===== src/design/rpdc_pkg.sv =====
package rpdc_pkg;

    localparam int unsigned MAX_PACKET_LEN = 64;
    localparam int unsigned MIN_PACKET_LEN = 5;

    localparam logic [7:0] START_MARK = 8'h23;
    localparam logic [7:0] CRC_POLY   = 8'h8C;

    localparam logic CFG_OWN_ID       = 1'b0;
    localparam logic CFG_CONFIRM_CODE = 1'b1;

    typedef enum logic [2:0] {
        PH_HUNT,
        PH_LEN,
        PH_ID,
        PH_CMD,
        PH_BODY
    } phase_t;

    typedef enum logic [2:0] {
        ST_OK        = 3'd0,
        ST_CRC_ERR   = 3'd1,
        ST_ID_ERR    = 3'd2,
        ST_NOT_CONF  = 3'd3,
        ST_BAD_LEN   = 3'd4,
        ST_TRUNC     = 3'd5,
        ST_NO_START  = 3'd6
    } status_t;

    typedef struct packed {
        logic [7:0] rx_byte;
        logic       burst_end;
    } rx_beat_t;

    typedef struct packed {
        logic [2:0]  status;
        logic [7:0]  packet_id;
        logic [7:0]  packet_command;
        logic [31:0] packet_param;
        logic [7:0]  packet_length;
    } verdict_t;

    // CRC-8/Maxim, reflected, one byte per call
    function automatic logic [7:0] crc8_feed(input logic [7:0] crc_in, input logic [7:0] d_in);
        logic [7:0] crc;
        logic [7:0] d;
        crc = crc_in;
        d   = d_in;
        for (int k = 0; k < 8; k++) begin
            if (crc[0] ^ d[0]) begin
                crc = (crc >> 1) ^ CRC_POLY;
            end else begin
                crc = crc >> 1;
            end
            d = d >> 1;
        end
        return crc;
    endfunction

endpackage


===== src/design/reply_packet_deframer_checker_top.sv =====
// Reply packet deframer and checker.
// A verdict is registered and appears on the m_ side in the cycle after the beat that causes it is accepted.
// Throughput: one byte per cycle while no held verdict stalls s_ready; the per-byte
// CRC and field update sit between the state registers and the single verdict register.
// Reset (aresetn low, synchronous): hunt for start mark, packet state and
// registers cleared, no verdict pending.
module reply_packet_deframer_checker_top
    import rpdc_pkg::*;
(
    input  logic     aclk,
    input  logic     aresetn,

    input  logic     cfg_we,
    input  logic     cfg_addr,
    input  logic [7:0] cfg_wdata,

    input  logic     s_valid,
    output logic     s_ready,
    input  rx_beat_t s_data,

    output logic     m_valid,
    input  logic     m_ready,
    output verdict_t m_data
);

    logic [7:0]  own_id_reg;
    logic [7:0]  confirm_code_reg;

    phase_t      phase_reg, phase_next, phase_step;
    logic [7:0]  byte_index_reg, byte_index_next;
    logic [7:0]  decl_len_reg, decl_len_next;
    logic [7:0]  crc_reg, crc_next;
    logic [7:0]  held_id_reg, held_id_next;
    logic [7:0]  held_cmd_reg, held_cmd_next;
    logic [31:0] held_param_reg, held_param_next;
    logic        verdict_given_reg, verdict_given_next;

    logic        m_valid_reg;
    verdict_t    m_data_reg;

    logic        accept;
    logic        pkt_verdict;
    logic        verdict;
    status_t     pkt_status;
    verdict_t    result;
    logic [7:0]  crc_fed;
    logic        len_bad;
    logic        body_last;

    assign s_ready = !m_valid_reg || m_ready;
    assign accept  = s_valid && s_ready;
    assign m_valid = m_valid_reg;
    assign m_data  = m_data_reg;

    assign crc_fed   = crc8_feed(crc_reg, s_data.rx_byte);
    assign len_bad   = (s_data.rx_byte < 8'(MIN_PACKET_LEN))
                    || (s_data.rx_byte > 8'(MAX_PACKET_LEN));
    assign body_last = ({1'b0, byte_index_reg} + 9'd1) >= {1'b0, decl_len_reg};

    // next-state logic
    always_comb begin
        phase_step = phase_reg;
        case (phase_reg)
            PH_HUNT: begin
                if (s_data.rx_byte == START_MARK) begin
                    phase_step = PH_LEN;
                end
            end
            PH_LEN: begin
                if (!len_bad) begin
                    phase_step = PH_ID;
                end
            end
            PH_ID:   phase_step = PH_CMD;
            PH_CMD:  phase_step = PH_BODY;
            PH_BODY: phase_step = PH_BODY;
            default: phase_step = PH_HUNT;
        endcase

        if (s_data.burst_end) begin
            phase_next = PH_HUNT;
        end else if (verdict_given_reg) begin
            phase_next = phase_reg;
        end else begin
            phase_next = phase_step;
        end
    end

    // datapath and verdict
    always_comb begin
        byte_index_next    = byte_index_reg;
        decl_len_next      = decl_len_reg;
        crc_next           = crc_reg;
        held_id_next       = held_id_reg;
        held_cmd_next      = held_cmd_reg;
        held_param_next    = held_param_reg;
        verdict_given_next = verdict_given_reg;
        pkt_verdict        = 1'b0;
        pkt_status         = ST_OK;

        if (!verdict_given_reg) begin
            case (phase_reg)
                PH_HUNT: begin
                    if (s_data.rx_byte == START_MARK) begin
                        crc_next        = crc8_feed(8'h00, START_MARK);
                        byte_index_next = 8'd1;
                    end
                end
                PH_LEN: begin
                    decl_len_next   = s_data.rx_byte;
                    crc_next        = crc_fed;
                    byte_index_next = 8'd2;
                    if (len_bad) begin
                        pkt_verdict = 1'b1;
                        pkt_status  = ST_BAD_LEN;
                    end
                end
                PH_ID: begin
                    held_id_next    = s_data.rx_byte;
                    crc_next        = crc_fed;
                    byte_index_next = 8'd3;
                end
                PH_CMD: begin
                    held_cmd_next   = s_data.rx_byte;
                    crc_next        = crc_fed;
                    byte_index_next = 8'd4;
                end
                PH_BODY: begin
                    if (body_last) begin
                        pkt_verdict = 1'b1;
                        if (s_data.rx_byte != crc_reg) begin
                            pkt_status = ST_CRC_ERR;
                        end else if (held_id_reg != own_id_reg) begin
                            pkt_status = ST_ID_ERR;
                        end else if (held_cmd_reg != confirm_code_reg) begin
                            pkt_status = ST_NOT_CONF;
                        end else begin
                            pkt_status = ST_OK;
                        end
                    end else begin
                        // first four payload bytes fill the parameter, LSB first
                        if (byte_index_reg[7:2] == 6'd1) begin
                            case (byte_index_reg[1:0])
                                2'd0:    held_param_next[7:0]   = s_data.rx_byte;
                                2'd1:    held_param_next[15:8]  = s_data.rx_byte;
                                2'd2:    held_param_next[23:16] = s_data.rx_byte;
                                default: held_param_next[31:24] = s_data.rx_byte;
                            endcase
                        end
                        crc_next        = crc_fed;
                        byte_index_next = byte_index_reg + 8'd1;
                    end
                end
                default: ;
            endcase
        end

        verdict = !verdict_given_reg && (pkt_verdict || s_data.burst_end);

        result.packet_id      = held_id_next;
        result.packet_command = held_cmd_next;
        result.packet_param   = held_param_next;
        result.packet_length  = decl_len_next;
        if (pkt_verdict) begin
            result.status = pkt_status;
        end else if (phase_step == PH_HUNT) begin
            result.status = ST_NO_START;
        end else begin
            result.status = ST_TRUNC;
        end

        if (verdict) begin
            verdict_given_next = 1'b1;
        end

        // burst end drops all packet state
        if (s_data.burst_end) begin
            byte_index_next    = 8'd0;
            decl_len_next      = 8'd0;
            crc_next           = 8'd0;
            held_id_next       = 8'd0;
            held_cmd_next      = 8'd0;
            held_param_next    = 32'd0;
            verdict_given_next = 1'b0;
        end
    end

    always_ff @(posedge aclk) begin
        if (!aresetn) begin
            own_id_reg       <= 8'd0;
            confirm_code_reg <= 8'd0;
        end else if (cfg_we) begin
            case (cfg_addr)
                CFG_OWN_ID:       own_id_reg       <= cfg_wdata;
                CFG_CONFIRM_CODE: confirm_code_reg <= cfg_wdata;
                default: ;
            endcase
        end
    end

    always_ff @(posedge aclk) begin
        if (!aresetn) begin
            phase_reg         <= PH_HUNT;
            byte_index_reg    <= 8'd0;
            decl_len_reg      <= 8'd0;
            crc_reg           <= 8'd0;
            held_id_reg       <= 8'd0;
            held_cmd_reg      <= 8'd0;
            held_param_reg    <= 32'd0;
            verdict_given_reg <= 1'b0;
        end else if (accept) begin
            phase_reg         <= phase_next;
            byte_index_reg    <= byte_index_next;
            decl_len_reg      <= decl_len_next;
            crc_reg           <= crc_next;
            held_id_reg       <= held_id_next;
            held_cmd_reg      <= held_cmd_next;
            held_param_reg    <= held_param_next;
            verdict_given_reg <= verdict_given_next;
        end
    end

    always_ff @(posedge aclk) begin
        if (!aresetn) begin
            m_valid_reg <= 1'b0;
        end else if (accept && verdict) begin
            m_valid_reg <= 1'b1;
        end else if (m_ready) begin
            m_valid_reg <= 1'b0;
        end
    end

    always_ff @(posedge aclk) begin
        if (accept && verdict) begin
            m_data_reg <= result;
        end
    end

endmodule


===== config.mk =====
export PLATFORM = sky130hd
export DESIGN_NAME = reply_packet_deframer_checker_top
export DESIGN_NICKNAME = d
export VERILOG_FILES = /design/src/design/rpdc_pkg.sv /design/src/design/reply_packet_deframer_checker_top.sv
export SDC_FILE = /design/constraint.sdc
export NUM_CORES = 1
export LEC_CHECK = 0
export BUFFER_PORTS_ARGS = -buffer_cell sky130_fd_sc_hd__buf_2
export CAP_MARGIN = 15
export CORE_MARGIN = 2
export CORE_UTILIZATION = 58
export DETAILED_ROUTE_END_ITERATION = 12
export PLACE_DENSITY = 0.84
export SLEW_MARGIN = 5
export SYNTH_ARGS = -nofsm -noshare
export SYNTH_HDL_FRONTEND = slang
export SYNTH_SLANG_ARGS = --single-unit

===== constraint.sdc =====
create_clock -name aclk -period 10.3 [get_ports aclk]
set_clock_uncertainty 0.1 [all_clocks]
set_input_delay 2.06 -clock aclk [delete_from_list [all_inputs] [get_ports aclk]]
set_output_delay 2.06 -clock aclk [all_outputs]
set_load 0.05 [all_outputs]

=== Word-level counts from Yosys, hierarchy flattened ===
Cells that the tools add are included.

* Flip-flop bits (word level): 152
* Input port bits: 23
* Output and inout port bits: 61
* Word-level logic and storage cells: 134

* $add $sub $neg: 2
* $lt $le $gt $ge: 3
* Equality and inequality tests: 14
* Muxes and demuxes: 58
* Bitwise gates (word level): 17
* Reductions and logical operators: 24

{| class="wikitable"
|+ Operators by type and width
! cell !! number
|-
| two-way mux 8 bit || 29
|-
| two-way mux 32 bit || 5
|-
| case mux 8 bit (5 select lines) || 1
|-
| inequality test 8 bit || 3
|-
| inverter 2 -> 3 bit || 8
|-
| case mux 8 bit (3 select lines) || 1
|-
| two-way mux 3 bit || 7
|-
| case mux 3 bit (4 select lines) || 1
|-
| two-way mux 2 bit || 5
|-
| AND reduction 5 bit || 2
|-
| adder 8 x 1 -> 9 bit, second input constant || 1
|-
| greater-or-equal comparator 9 x 8 -> 1 bit || 1
|-
| adder 8 x 1 -> 8 bit, second input constant || 1
|-
| equality test 8 x 6 -> 1 bit, second input constant || 1
|-
| > comparator 8 x 7 -> 1 bit, second input constant || 1
|-
| < comparator 8 x 3 -> 1 bit, second input constant || 1
|-
| AND reduction 2 bit || 4
|-
| bitwise XOR 1 bit || 8
|-
| two-way mux 1 bit || 7
|-
| equality test 3 x 2 -> 1 bit, second input constant || 2
|-
| equality test 6 x 1 -> 1 bit, second input constant || 1
|-
| logical NOT 3 bit || 2
|-
| inequality test 3 bit, second input constant || 2
|-
| case mux 3 bit (2 select lines) || 1
|-
| 16 further kinds || 23
|}

=== Longest topological paths before layout ===
* Depth after elaboration: 20
* Gate-level depth with buffers: 14
* Mapped depth without buffers: 11

=== Least setup slack after synthesis ===
OpenSTA, ideal clock, no wires.

* Path type: input to register
* From: input s_data[5] (netlist bit)
* To: register m_data_reg, in the netlist m_data[0], enable pin
* Setup time: 0.585 ns
* Arrival: 7.666 ns
* Required time: 9.615 ns
* Setup slack: 1.949 ns
* Stages: 5
* Path buffers: 1
* Path through: clkbuf_1 -> nor4_1 -> a221o_1 -> nand2_1 -> a311oi_1

* Cells in the longest elaborated chain, start to end: 8
* Elaborated cells between the ends (all ways): 9
* Classes of those cells: order compare (2); mux (3); reduce/logical (4)

{| class="wikitable"
|+ Ends and longest elaborated chain
! element !! RTL line !! source
|-
| from (decl) || reply_packet_deframer_checker_top.sv:19 || <nowiki>input rx_beat_t s_data,</nowiki>
|-
| < comparator 8 x 3 -> 1 bit or > comparator 8 x 7 -> 1 bit (tied branches) || reply_packet_deframer_checker_top.sv:56, reply_packet_deframer_checker_top.sv:57 ||
|-
| logical OR 1 bit (*) || reply_packet_deframer_checker_top.sv:57 || <nowiki>|| (s_data.rx_byte > 8'(MAX_PACKET_LEN));</nowiki>
|-
| two-way mux 1 bit (*) || reply_packet_deframer_checker_top.sv:113 || <nowiki>if (len_bad) begin</nowiki>
|-
| case mux 1 bit (2 select lines) (*) || reply_packet_deframer_checker_top.sv:102 || <nowiki>case (phase_reg)</nowiki>
|-
| two-way mux 1 bit (*) || reply_packet_deframer_checker_top.sv:101 || <nowiki>if (!verdict_given_reg) begin</nowiki>
|-
| logical OR 1 bit (*) || reply_packet_deframer_checker_top.sv:158 || <nowiki>verdict = !verdict_given_reg && (pkt_verdict || s_data.burst_end);</nowiki>
|-
| logical AND 1 bit (*) || reply_packet_deframer_checker_top.sv:158 ||
|-
| logical AND 1 bit (*) || reply_packet_deframer_checker_top.sv:234 || <nowiki>if (accept && verdict) begin</nowiki>
|-
| to (signal assigned) || reply_packet_deframer_checker_top.sv:235 || <nowiki>m_data_reg <= result;</nowiki>
|-
| to (decl) || reply_packet_deframer_checker_top.sv:39 || <nowiki>verdict_t m_data_reg;</nowiki>
|}

Mark *: on every way between the ends. The rest lies on a longest branch, timed or not.
A chain may end at the register's enable or synchronous reset.

=== Worst setup path after layout ===
* From: input m_ready
* To: output s_ready

* Cells in the longest elaborated chain, start to end: 1

{| class="wikitable"
|+ Ends and longest elaborated chain
! element !! RTL line !! source
|-
| from (decl) || reply_packet_deframer_checker_top.sv:22 || <nowiki>input logic m_ready,</nowiki>
|-
| logical OR 1 bit || reply_packet_deframer_checker_top.sv:50 || <nowiki>assign s_ready = !m_valid_reg || m_ready;</nowiki>
|-
| to (decl) || reply_packet_deframer_checker_top.sv:18 || <nowiki>output logic s_ready,</nowiki>
|}

Every way passes these cells.

==> results.txt <==
status -> complete, but fails checks
failing checks -> DRC
Syn Area/Cell -> 11.1 µm²
DRT Pass-1 Iters -> 10
largest net degree at the start of global routing -> 54
Post-DP Area -> 7390 µm²
hold crit path type -> reg2reg
r2r startpoint -> byte_index_reg[0]
PortBufs -> 83
ys async rst share -> 0%
global-route wire length before repair -> 25.9 mm
worst path cell trace -> buf_2 > nor2b_1 > inv_1 > buf_2
Final Hold Vio Count -> 0
setup slack at placement -> 5.55 ns
initial antenna violation count -> 0
total gr overflow -> 0
setup slack after layout -> 5.55 ns
Placed Cells -> 810
Post-Layout Inst Area -> 7960 µm²
Crit. path cell count -> 4
Final Setup Violations -> 0
GRT Total Usage -> 25.7%
vias in the first global route -> 5111
Core Footprint -> 11500 µm²
Worst Path Required -> 8.14 ns
vias -> 5186
Final Cycle Share -> 46.1%
Slew @ Worst Pin -> 1.16 ns
Crit path top cell by count -> buf_2
GPL Wtd Cong -> 0.938
Longest Clk Path Bufs -> 2
largest delay contributor family on the critical path -> buffers and inverters
Slew Viols, Final -> 0
PostCTS Resize Cnt -> 0
Initial Utilization -> 59.9%
initial DRC count -> 586
fin nets -> 721
FF-to-FF End -> m_data[2]
post-CTS setup buffers -> 0
crit path launch type -> primary input
Final HPWL DP -> 10.7 mm
area delta synth->final -> 15.4%
Pleak -> 3.00 nW
CP max-delay cell -> buf_2
syn nets -> 656
Crit. Startpoint -> m_ready
# clock sinks -> 152
Netlist Area Pre-Place -> 6900 µm²
worst vdd ir -> 99.6 µV
H-tree depth -> 4
flop and latch count out of synthesis -> 152
die height -> 113 µm
Tmin final -> 4.75 ns
Worst setup EP type -> output port
clk_lat worst skew -> 0.42 ns
Num CTS Buffers -> 17
Crit path largest cell delay -> 0.21 ns
largest fanout on the critical path -> 3
clk slew on worst S/H paths -> 0.06 ns
drt wl/cell -> 19.0 µm
die area -> 12800 µm²
R2R Setup Slk -> 5.65 ns
R2R depth -> 10
share of cells above drive strength 1 -> 26.6%
I/O pin count -> 84
ANT nets after route -> 0
Peak Freq -> 0.210 GHz
total power -> 0.00134 W
Post-synth EDFFs -> 59
DR DRC count -> 6
Multi-input gate area -> 3050 µm²
Synth cell types -> 56
Post-Layout Cell Count -> 842
pwr/cell area -> 168 nW/µm²
die width -> 113 µm
Sum Neg Setup Slack -> 0 ns
# fillers -> 808
Clock Tree Root -> clkbuf_16
Ys Warns -> 0
sequential-to-total area share from yosys stat -> 52.7%
critical path class -> in2out
CTS tree -> yes
max reg flops -> 59
RSZ-0062 raised after global routing -> false
Via density -> 6.16
MaxCap Viol Count -> 0
end point of the critical path -> s_ready
Reg area -> 3630 µm²
worst path bufs/invs -> 3
ant diodes -> 0
row count -> 39
Slew HR -> 22.9%
hold buffer count at cts -> 0
WP data arrival -> 2.59 ns
Mapped Cells -> 621
Routed Wire Length -> 16.0 mm
Most used DFF post-synth -> dfxtp_1
metrics by stage:
step	util [%]	hold WS, ns
floorplan	-	0.338
global placement	64.2	0.343
detailed placement	64.2	0.351
CTS	69.1	0.365
global route	69.1	0.375
finish	69.1	0.365
cell usage after synthesis (5+ instances only):
library cell,instances,area (µm²)
nand3_1,16,80.1
nor2_1,40,150
o21ai_0,19,95.1
a31oi_1,7,43.8
nor4_1,5,31.3
inv_1,18,67.6
xor2_1,19,166
nor2b_1,6,37.5
a21oi_1,24,120
mux2_2,46,518
dfxtp_1,93,1860
clkbuf_1,38,143
nor3_1,5,25.0
edfxtp_1,59,1770
a22oi_1,25,188
nand4_1,7,43.8
nand2_1,60,225
a32o_1,33,330
xnor2_1,23,201
ha_1,12,150
cells in the final DEF, fill, tap and decap left out, types with 4 or more instances in the layout:
cell and n:
a22oi_1 25, mux2_2 46, nor2b_1 6, dfxtp_1 93, xor2_1 19, nand3_1 16
a2111oi_4 4, xnor2_1 23, nand2_1 60, nand4_1 7, inv_1 18, clkbuf_16 17
nand2b_1 4, nor2_1 40, o21ai_0 19, buf_2 83, ha_1 12, nor3_1 5
a31oi_1 7, buf_4 6, edfxtp_1 59, a21oi_1 24, nor4_1 5, a32o_1 33
inv_6 4
power breakdown:
part	internal (W)	leakage, nW	switching (W)
Combinational	0.0000239	1.41	0.0000785
Sequential	0.000634	1.32	0.00000413
Clock	0.000337	0.274	0.000259
worst min-delay path by stage:
| stage | startpoint | to | slack [ns] | cells past startpoint |
|---|---|---|---|---|
| 2_1_floorplan | held_param_reg[0] | held_param_reg[0] | 0.34 | 1 |
| 3_3_place_gp | held_param_reg[29] | held_param_reg[29] | 0.34 | 1 |
| 3_5_place_dp | held_param_reg[8] | held_param_reg[8] | 0.35 | 1 |
| 4_1_cts | held_param_reg[8] | held_param_reg[8] | 0.37 | 1 |
| 5_1_grt | held_param_reg[28] | held_param_reg[28] | 0.38 | 1 |
| 6_report | held_param_reg[8] | held_param_reg[8] | 0.36 | 1 |
cells by family (layout without fill, tap and decap cells):
logic type               after synthesis  count (layout)  synth area share, %
adder cells (fa/ha/maj)               12              12                 2.18
multiplexers                          51              51                 8.45
XOR/XNOR                              42              42                 5.33
AND/OR/NAND/NOR                      160             160                 11.2
AO/OA/AOI/OAI                        142             142                 16.7
buffers and inverters                 62             140                 3.48
flip-flops                           152             152                 52.7
worst reg2reg max path: stages, from the launching register on:
cell and delay [ns]:
dfxtp_1 0.40, ha_1 0.47, and4_1 0.28, nand2_1 0.11
xnor2_1 0.16, ha_1 0.33, nand4_1 0.14, o21bai_2 0.51
a31oi_1 0.45, a311oi_4 0.64, buf_4 0.62
layout make-up:
class,count,area share (%)
well taps,143,2.25
inverters,19,0.896
repair buffers,89,5.78
multi-input cells,407,38.3
flip-flops and latches,152,45.6
clock buffers,17,5.34
clock inverters,15,1.78
routing by layer:
| metal | up-vias | track usage, % | part of all wire [%] |
|---|---|---|---|
| met5 | - | 0 | 0 |
| met4 | 0 | 10.4 | 2.2 |
| met3 | 37 | 5.78 | 7.0 |
| met2 | 223 | 43.6 | 49 |
| met1 | 2494 | 32.0 | 41 |
| li1 | 2432 | - | - |
Note: power is estimated with default switching activity, not from simulation.
